## src/rtl/core/ucf_pkg.sv

```systemverilog
`timescale 1ns / 1ps
// ----------------------------------------------------------------------------
// Universal comb filter package
// Shared constants, register codes, controller states and the command and
// status structures that join the controller to the datapath.
// ----------------------------------------------------------------------------
package ucf_pkg;

  localparam int UCF_MAX_DELAY = 2048;
  localparam int UCF_CHANNELS  = 2;
  localparam int UCF_LANES     = 2;

  localparam int SMP_W      = 16;
  localparam int GAIN_W     = 16;
  localparam int LEN_CFG_W  = 12;
  localparam int CFG_IDX_W  = 3;
  localparam int CFG_DATA_W = 16;

  localparam logic [LEN_CFG_W-1:0] RST_DELAY_LENGTH     = 12'd1024;
  localparam logic [GAIN_W-1:0]    RST_BLEND_GAIN       = 16'h4000;
  localparam logic [GAIN_W-1:0]    RST_FEEDBACK_GAIN    = 16'h0000;
  localparam logic [GAIN_W-1:0]    RST_FEEDFORWARD_GAIN = 16'h0000;
  localparam logic [GAIN_W-1:0]    RST_WET_LEVEL        = 16'h8000;

  typedef enum logic [CFG_IDX_W-1:0] {
    REG_DELAY_LENGTH     = 3'd0,
    REG_BLEND_GAIN       = 3'd1,
    REG_FEEDBACK_GAIN    = 3'd2,
    REG_FEEDFORWARD_GAIN = 3'd3,
    REG_WET_LEVEL        = 3'd4
  } ucf_reg_t;

  typedef enum logic [3:0] {
    ST_CLEAR,
    ST_IDLE,
    ST_READ,
    ST_MUL_FB,
    ST_MUL_FF,
    ST_MUL_BL,
    ST_MUL_DRY,
    ST_MUL_WET,
    ST_FIN
  } ucf_state_t;

  typedef enum logic [2:0] {
    MUL_FB,
    MUL_FF,
    MUL_BL,
    MUL_DRY,
    MUL_WET
  } ucf_mul_t;

  typedef struct packed {
    logic     clear_step;
    logic     load;
    logic     rd_en;
    logic     mul_en;
    ucf_mul_t mul_sel;
    logic     ld_xh;
    logic     ld_y_init;
    logic     ld_y_add;
    logic     ld_mix;
    logic     wr_en;
    logic     fin;
  } ucf_cmd_t;

  typedef struct packed {
    logic clear_last;
  } ucf_status_t;

endpackage

```

## src/rtl/core/ucf_ctrl.sv

```systemverilog
`timescale 1ns / 1ps
// ----------------------------------------------------------------------------
// Universal comb filter controller
// Sequences the memory clearing pass, the per-word read, multiply and
// write-back steps, and owns the input and output handshakes.
// ----------------------------------------------------------------------------
module ucf_ctrl
  import ucf_pkg::*;
(
  input  logic        clk,
  input  logic        rst_n,
  input  logic        in_valid,
  output logic        in_ready,
  output logic        out_valid,
  input  logic        out_ready,
  input  ucf_status_t status,
  output ucf_cmd_t    cmd
);

  ucf_state_t state_r, state_nxt;
  logic       out_valid_r, out_valid_nxt;
  logic       fin_fire;

  assign fin_fire = (state_r == ST_FIN) && (!out_valid_r || out_ready);

  always_ff @(posedge clk) begin
    if (!rst_n) begin
      state_r     <= ST_CLEAR;
      out_valid_r <= 1'b0;
    end else begin
      state_r     <= state_nxt;
      out_valid_r <= out_valid_nxt;
    end
  end

  always_comb begin
    state_nxt = state_r;
    case (state_r)
      ST_CLEAR:   if (status.clear_last) state_nxt = ST_IDLE;
      ST_IDLE:    if (in_valid) state_nxt = ST_READ;
      ST_READ:    state_nxt = ST_MUL_FB;
      ST_MUL_FB:  state_nxt = ST_MUL_FF;
      ST_MUL_FF:  state_nxt = ST_MUL_BL;
      ST_MUL_BL:  state_nxt = ST_MUL_DRY;
      ST_MUL_DRY: state_nxt = ST_MUL_WET;
      ST_MUL_WET: state_nxt = ST_FIN;
      ST_FIN:     if (fin_fire) state_nxt = ST_IDLE;
      default:    state_nxt = ST_CLEAR;
    endcase
  end

  always_comb begin
    cmd           = '0;
    cmd.mul_sel   = MUL_FB;
    in_ready      = 1'b0;
    out_valid_nxt = out_valid_r && !out_ready;
    case (state_r)
      ST_CLEAR: begin
        cmd.clear_step = 1'b1;
      end
      ST_IDLE: begin
        in_ready = 1'b1;
        cmd.load = in_valid;
      end
      ST_READ: begin
        cmd.rd_en = 1'b1;
      end
      ST_MUL_FB: begin
        cmd.mul_en  = 1'b1;
        cmd.mul_sel = MUL_FB;
      end
      ST_MUL_FF: begin
        cmd.mul_en  = 1'b1;
        cmd.mul_sel = MUL_FF;
        cmd.ld_xh   = 1'b1;
      end
      ST_MUL_BL: begin
        cmd.mul_en    = 1'b1;
        cmd.mul_sel   = MUL_BL;
        cmd.ld_y_init = 1'b1;
        cmd.wr_en     = 1'b1;
      end
      ST_MUL_DRY: begin
        cmd.mul_en   = 1'b1;
        cmd.mul_sel  = MUL_DRY;
        cmd.ld_y_add = 1'b1;
      end
      ST_MUL_WET: begin
        cmd.mul_en  = 1'b1;
        cmd.mul_sel = MUL_WET;
        cmd.ld_mix  = 1'b1;
      end
      ST_FIN: begin
        cmd.fin = fin_fire;
        if (fin_fire) out_valid_nxt = 1'b1;
      end
      default: begin
        cmd = '0;
      end
    endcase
  end

  assign out_valid = out_valid_r;

endmodule

```

## config.mk

```make
export PLATFORM = sky130hd
export DESIGN_NAME = ucf_ctrl
export DESIGN_NICKNAME = d
export VERILOG_FILES = /design/src/rtl/core/ucf_pkg.sv /design/src/rtl/core/ucf_ctrl.sv
export SDC_FILE = /design/constraint.sdc
export NUM_CORES = 1
export LEC_CHECK = 0
export ABC_AREA = 1
export BUFFER_PORTS_ARGS = -buffer_cell sky130_fd_sc_hd__buf_2
export CORE_AREA = 2 2 39 41
export CTS_CLUSTER_SIZE = 25
export DETAILED_ROUTE_END_ITERATION = 16
export DIE_AREA = 0 0 41 43
export SETUP_SLACK_MARGIN = 0.05
export SYNTH_ARGS = -nofsm -noshare
export SYNTH_HDL_FRONTEND = slang
export SYNTH_SLANG_ARGS = --single-unit
```

## constraint.sdc

```tcl
create_clock -name clk -period 1.5 [get_ports clk]
set_clock_uncertainty 0.05 [all_clocks]
set_input_delay 0.225 -clock clk [delete_from_list [all_inputs] [get_ports clk]]
set_output_delay 0.225 -clock clk [all_outputs]
set_load 0.05 [all_outputs]
```

==> reports/metrics.cfg, run 1 <==
[synthesis]
synth-compound-area-share = 0.0594
synth_area_um2 = 358
synth-adder-area-share = 0
post-synth-top-area-cell = sky130_fd_sc_hd__dfxtp_1
netlist_instances = 58
synth_seq_cells = 5
synth_top_family_by_area = simple AND/OR/NAND/NOR gates
synth-edff-count = 0
synth_xor_area_frac = 0
yosysSeqAreaShare = 0.280
synth_top_flop_cell = sky130_fd_sc_hd__dfxtp_1
synth_async_sr_flop_share = 0
synthesis.yosys.warnings = 0
synthesis.nets = 63
synth.top_cells.by_area = sky130_fd_sc_hd__dfxtp_1 (28%), sky130_fd_sc_hd__inv_1 (14%), sky130_fd_sc_hd__nor2_1 (13%), sky130_fd_sc_hd__nand3_1 (5.6%), sky130_fd_sc_hd__nand3_2 (5.6%)
synth_cell_type_count = 16
post-synth-top-area-fraction = 0.280
postSynthAreaPerCell_um2 = 6.17
synth_simple_gate_area_frac = 0.451
muxShareOfSynthArea = 0

[setup_path]
crit_path_start_kind = register
worstPathMaxFanout = 5
crit_arrival_ns = 1.21
cp_cell_sequence = inv_2 -> nor2_4 -> inv_4 -> nor3_4 -> buf_6
critPathCaptureType = primary output
critical_path_required_ns = 1.22
worstSetupPathType = reg -> out
crit_path_max_incr_delay_ns = 0.37
cpMaxStageDelayCell = sky130_fd_sc_hd__dfxtp_4

[die]
die_h_um = 43
core-area_um2 = 1380
chipWidth_um = 41
ios = 20
initial_utilization = 0.259
placementRows = 14
floorplan.die_area_um2 = 1760

[timing]
max_slew.worst_pin.slew_ns = 0.249
finalSetupViolations = 0
post-route-worst-setup-slack_ns = 0.0142
fin_crit_sh = 0.991
finalHoldViolations = 0
maxSlewViolCount = 0
max_clock_freq_mhz = 673
tns_ns = 0
grt_setup_unrepaired = true
timing.slew.headroom = 0.833
hold-worst-slack_ns = 0.181
period_minus_slack_ns = 1.49

[route]
drt_drc_violations_left = 0
routed_wire_length_per_instance_um = 10.4
routed_via_density = 4.49
detail_route.iter0.violations = 3
ant_nets = 0
vias_post_dr = 449
wirelength_um = 1040
detailedRoute.firstPassIterationCount = 3

[layout]
nFillCells = 149
final_nets = 90
final_core_utilization = 0.491
areaGrowthSynthToFinish_pct = 89.9
antenna_cells = 0
final_layout_size_suffix_gt1_frac = 0.655

[cts]
worstSkewPairLatency_ns = 0.26
clock_sink_count = 5
clock_buffers_created_by_tritoncts = 3
cts_hold_buffers = 0
clkSlewWorstSetupHoldPaths_ns = 0.04
cts_tree = done
root_buffer = sky130_fd_sc_hd__clkbuf_4
cts_h_tree_depth = 1
clockBufferDepth = 2

[pwr]
vdd_ir_drop_max_mv = 0.478
power_frac_comb = 0.457
net-switching-power_uw = 259
seqPwrFrac = 0.260
clk_network_pwr_share = 0.283
leakage_power_total_uw = 0.000333
cellPowerDensity_nw_per_um2 = 883
internal_power_uw = 341
swShare = 0.431

[global_route]
grt_use_total = 0.135
first_pass_grt_wire_length_um = 1510
grt_pass1_vias = 367
grt_max_degree = 7
grt_antenna_before_repair = 0
grt_overflow = 0

[hold_path]
min_delay_worst_type = in -> reg

[place]
post-place-ws_ns = 0.0872
hpwl_um = 772
port_buffers = 19
place.gp.congestion = 0.716

[run]
max_cap_violations = 0

[outcome]
outcome = finished clean

==> repair_timing <==
item	CTS	global route
setup endpoints to repair	14	14
pin swaps	7	0
buffers inserted	2	1
gates resized for setup	34	9
==> state kept, by name, summed over array words and instances, names as in the netlist <==
register and count:
state_r 4, out_valid 1
==> layout make-up <==
type,instances,area [µm²],area share
multi-input combinational,36,243,0.357
timing repair buffer,24,216,0.319
sequential,5,115,0.169
inverter,15,58.8,0.0866
clock buffer,4,26.3,0.0387
tap,16,20.0,0.0295
==> cell families after synthesis <==
logic type / count (synthesis)
and+or+nand+nor: 32
buffers and inverters: 17
DFF: 5
AOI/OAI and AO/OA: 4
==> Yosys cell counts, types with 2 or more instances <==
cell and count:
sky130_fd_sc_hd__nor2_2 2, sky130_fd_sc_hd__nor2_1 12, sky130_fd_sc_hd__nand3_2 2, sky130_fd_sc_hd__nand3_1 4, sky130_fd_sc_hd__dfxtp_1 5, sky130_fd_sc_hd__inv_2 2
sky130_fd_sc_hd__inv_1 13, sky130_fd_sc_hd__nor3_1 4, sky130_fd_sc_hd__nand2_1 5, sky130_fd_sc_hd__a21oi_1 3
==> cells in the final DEF (no fill, tap or decap), drive strengths merged <==
| cell type | Yosys | routed |
|---|---|---|
| nor3 | 4 | 4 |
| nand3 | 6 | 6 |
| clkbuf | 0 | 4 |
| a21oi | 3 | 3 |
| o22ai | 1 | 1 |
| nand3b | 1 | 1 |
| nor2 | 15 | 15 |
| inv | 15 | 15 |
| nand2 | 6 | 6 |
| buf | 2 | 24 |
| dfxtp | 5 | 5 |
==> per-stage QoR <==
stage,total power [µW],instances,area (µm²)
after global placement,382,93,515
after CTS,588,99,647
after detailed placement,384,93,515
final,600,100,679
after global routing,625,100,679
after floorplan,341,58,408
==> routing by layer <==
metal	vias to the layer above	track usage	wire length, µm
met2	15	0.225	555
met3	4	0.0314	56
met5	-	0	0
met4	0	0.120	44
met1	198	0.122	384
li1	232	-	-
==> path summary, 6_finish.rpt <==
| kind | cells after the start | slack [ns] | to | start |
|---|---|---|---|---|
| min reg2reg | 4 | 0.51 | out_valid | out_valid |
| max | 5 | 0.01 | cmd[1] | state_r[2] |
| max reg2reg | 7 | 0.33 | state_r[0] | state_r[0] |
| min | 3 | 0.18 | state_r[0] | rst_n |
==> power groups by stage <==
stage                     Sequential [µW]  Clock, µW  Combinational, µW
after detailed placement              161          0                224
after global routing                  158        176                291
final                                 156        170                274
after global placement                161          0                221
after floorplan                       155          0                186
after CTS                             157        169                261
==> critical path, delay by kind of cell, from the launching register on <==
kind	cells	cell delay [ns]
buf+inv	3	0.30
simple gates	2	0.28
flops	1	0.37
No activity file was read; power rests on OpenSTA's default activity.
==> run 2, diff against run 1 <==
--- a/config.mk
+++ b/config.mk
@@ -12,6 +12,7 @@
 export DETAILED_ROUTE_END_ITERATION = 16
 export DIE_AREA = 0 0 41 43
 export SETUP_SLACK_MARGIN = 0.05
+export SLEW_MARGIN = 25
 export SYNTH_ARGS = -nofsm -noshare
 export SYNTH_HDL_FRONTEND = slang
 export SYNTH_SLANG_ARGS = --single-unit
==> constraint.sdc (replaced) <==
create_clock -name clk -period 1.4 [get_ports clk]
set_clock_uncertainty 0.05 [all_clocks]
set_input_delay 0.21 -clock clk [delete_from_list [all_inputs] [get_ports clk]]
set_output_delay 0.21 -clock clk [all_outputs]
set_load 0.05 [all_outputs]
==> run 2 against run 1 <==
Net effect: the flow now finishes with violations (setup timing); sequential cell count is the same; sequential power grew 12%; clock-buffer cell count is the same; combinational power grew 23%; final cell count grew 4.0%; critical path type unchanged.
==> reports/metrics.cfg, run 2 (same netlist as run 1, synthesis figures left out) <==
[timing]
post-route-worst-setup-slack_ns = -0.0820
fin_crit_sh = 1.06
timing.slew.headroom = 0.823
grt_setup_unrepaired = true
max_slew.worst_pin.slew_ns = 0.264
hold-worst-slack_ns = 0.179
maxSlewViolCount = 0
period_minus_slack_ns = 1.48
finalHoldViolations = 0
max_clock_freq_mhz = 675
finalSetupViolations = 10

[layout]
final_core_utilization = 0.542
largest-register = state_r
final_layout_size_suffix_gt1_frac = 0.705
areaGrowthSynthToFinish_pct = 110
largest_reg_flops = 4
multi_input_gate_area_um2 = 265
area.sequential_um2 = 113
mostFrequentLayoutCells = sky130_fd_sc_hd__buf_6 (12), sky130_fd_sc_hd__buf_4 (8), sky130_fd_sc_hd__nor2_4 (7), sky130_fd_sc_hd__inv_1 (7)
instances_no_fill = 104
antenna_cells = 0
final_nets = 94
layout_commonest_cell = sky130_fd_sc_hd__buf_6
nFillCells = 133

[global_route]
grt_max_degree = 7
first_pass_grt_wire_length_um = 1730
grt_pass1_vias = 458
grt_use_total = 0.146
grt_antenna_before_repair = 0
grt_overflow = 0

[pwr]
net-switching-power_uw = 287
vdd_ir_drop_max_mv = 0.341
internal_power_uw = 396
cellPowerDensity_nw_per_um2 = 909
clk_network_pwr_share = 0.253
leakage_power_total_uw = 0.000363
seqPwrFrac = 0.255
swShare = 0.420
power_frac_comb = 0.492

[setup_path]
crit_path_start_kind = register
worstPathMaxFanout = 4
critical_path_required_ns = 1.14
rrSetupSlack_ns = 0.20
critPathCaptureType = primary output
worstSetupPathType = reg -> out
crit_arrival_ns = 1.22

[run]
max_cap_violations = 0

[route]
ant_nets = 0
routed_via_density = 4.69
vias_post_dr = 488
wirelength_um = 1090
routed_wire_length_per_instance_um = 10.5
detail_route.iter0.violations = 3
detailedRoute.firstPassIterationCount = 4
drt_drc_violations_left = 0

[place]
hpwl_um = 737
port_buffers = 19
place.gp.congestion = 0.753
post-place-ws_ns = 0.0451
placedCellCount = 94

[cts]
clkSlewWorstSetupHoldPaths_ns = 0.05
clock_buffers_created_by_tritoncts = 3
cts_h_tree_depth = 1
worstSkewPairLatency_ns = 0.24
clock_sink_count = 5
root_buffer = sky130_fd_sc_hd__clkbuf_4
cts_hold_buffers = 0
clockBufferDepth = 2
cts_tree = done

[die]
die_h_um = 43
core-area_um2 = 1380
initial_utilization = 0.259
placementRows = 14
ios = 20
chipWidth_um = 41
floorplan.die_area_um2 = 1760

[outcome]
violated_checks = setup timing
outcome = complete, but fails checks

[hold_path]
min_delay_worst_type = in -> reg

==> run 2: changes by cell type in the layout (fill, tap and decap cells not counted), sizes merged <==
cell,delta
buf,+4
==> run 2: layer usage <==
| metal | share of wire | vias to the layer above | track usage |
|---|---|---|---|
| li1 | - | 239 | - |
| met1 | 0.38 | 220 | 0.145 |
| met2 | 0.51 | 22 | 0.244 |
| met3 | 0.061 | 7 | 0.0366 |
| met4 | 0.045 | 0 | 0.100 |
| met5 | 0 | - | 0 |
==> run 2: timing repair <==
action	in CTS	in global routing
buffers inserted	6	0
pin swaps	9	0
gates resized for setup	48	5
endpoints found under the setup margin	14	14
==> run 2: worst max-delay path, stage by stage, from the launching register on <==
cell and delay (ns):
sky130_fd_sc_hd__dfxtp_2 0.40, sky130_fd_sc_hd__inv_2 0.08, sky130_fd_sc_hd__nor2_4 0.12, sky130_fd_sc_hd__nand2_2 0.07, sky130_fd_sc_hd__nor2_2 0.13, sky130_fd_sc_hd__buf_6 0.17
==> run 2: power by group through the flow <==
stage               Combinational, µW  Sequential (µW)  Clock [µW]
detailed placement                247              171           0
CTS                               316              174         170
global route                      355              176         181
floorplan                         203              166           0
global placement                  247              171           0
finish                            336              174         173
==> run 2: layout make-up <==
cell class                 count  share of cell area
clock buffer                   4              0.0350
inverter                      15              0.0817
multi-input combinational     36               0.353
sequential                     5               0.150
tap                           16              0.0267
timing repair buffer          28               0.353
==> run 2: path summary, 6_finish.rpt <==
kind,from,cells after the start,endpoint
setup / recovery,state_r[3],5,cmd[0]
setup reg to reg,state_r[0],7,state_r[0]
hold reg to reg,out_valid,4,out_valid
hold / removal,rst_n,3,state_r[0]
==> run 2: per-stage QoR <==
step	area, µm²	TNS [ns]	total power, µW
floorplan	413	-0.557	369
global placement	528	0	418
detailed placement	528	0	418
CTS	736	-0.419	659
global route	751	-1.17	713
finish	751	-0.470	682
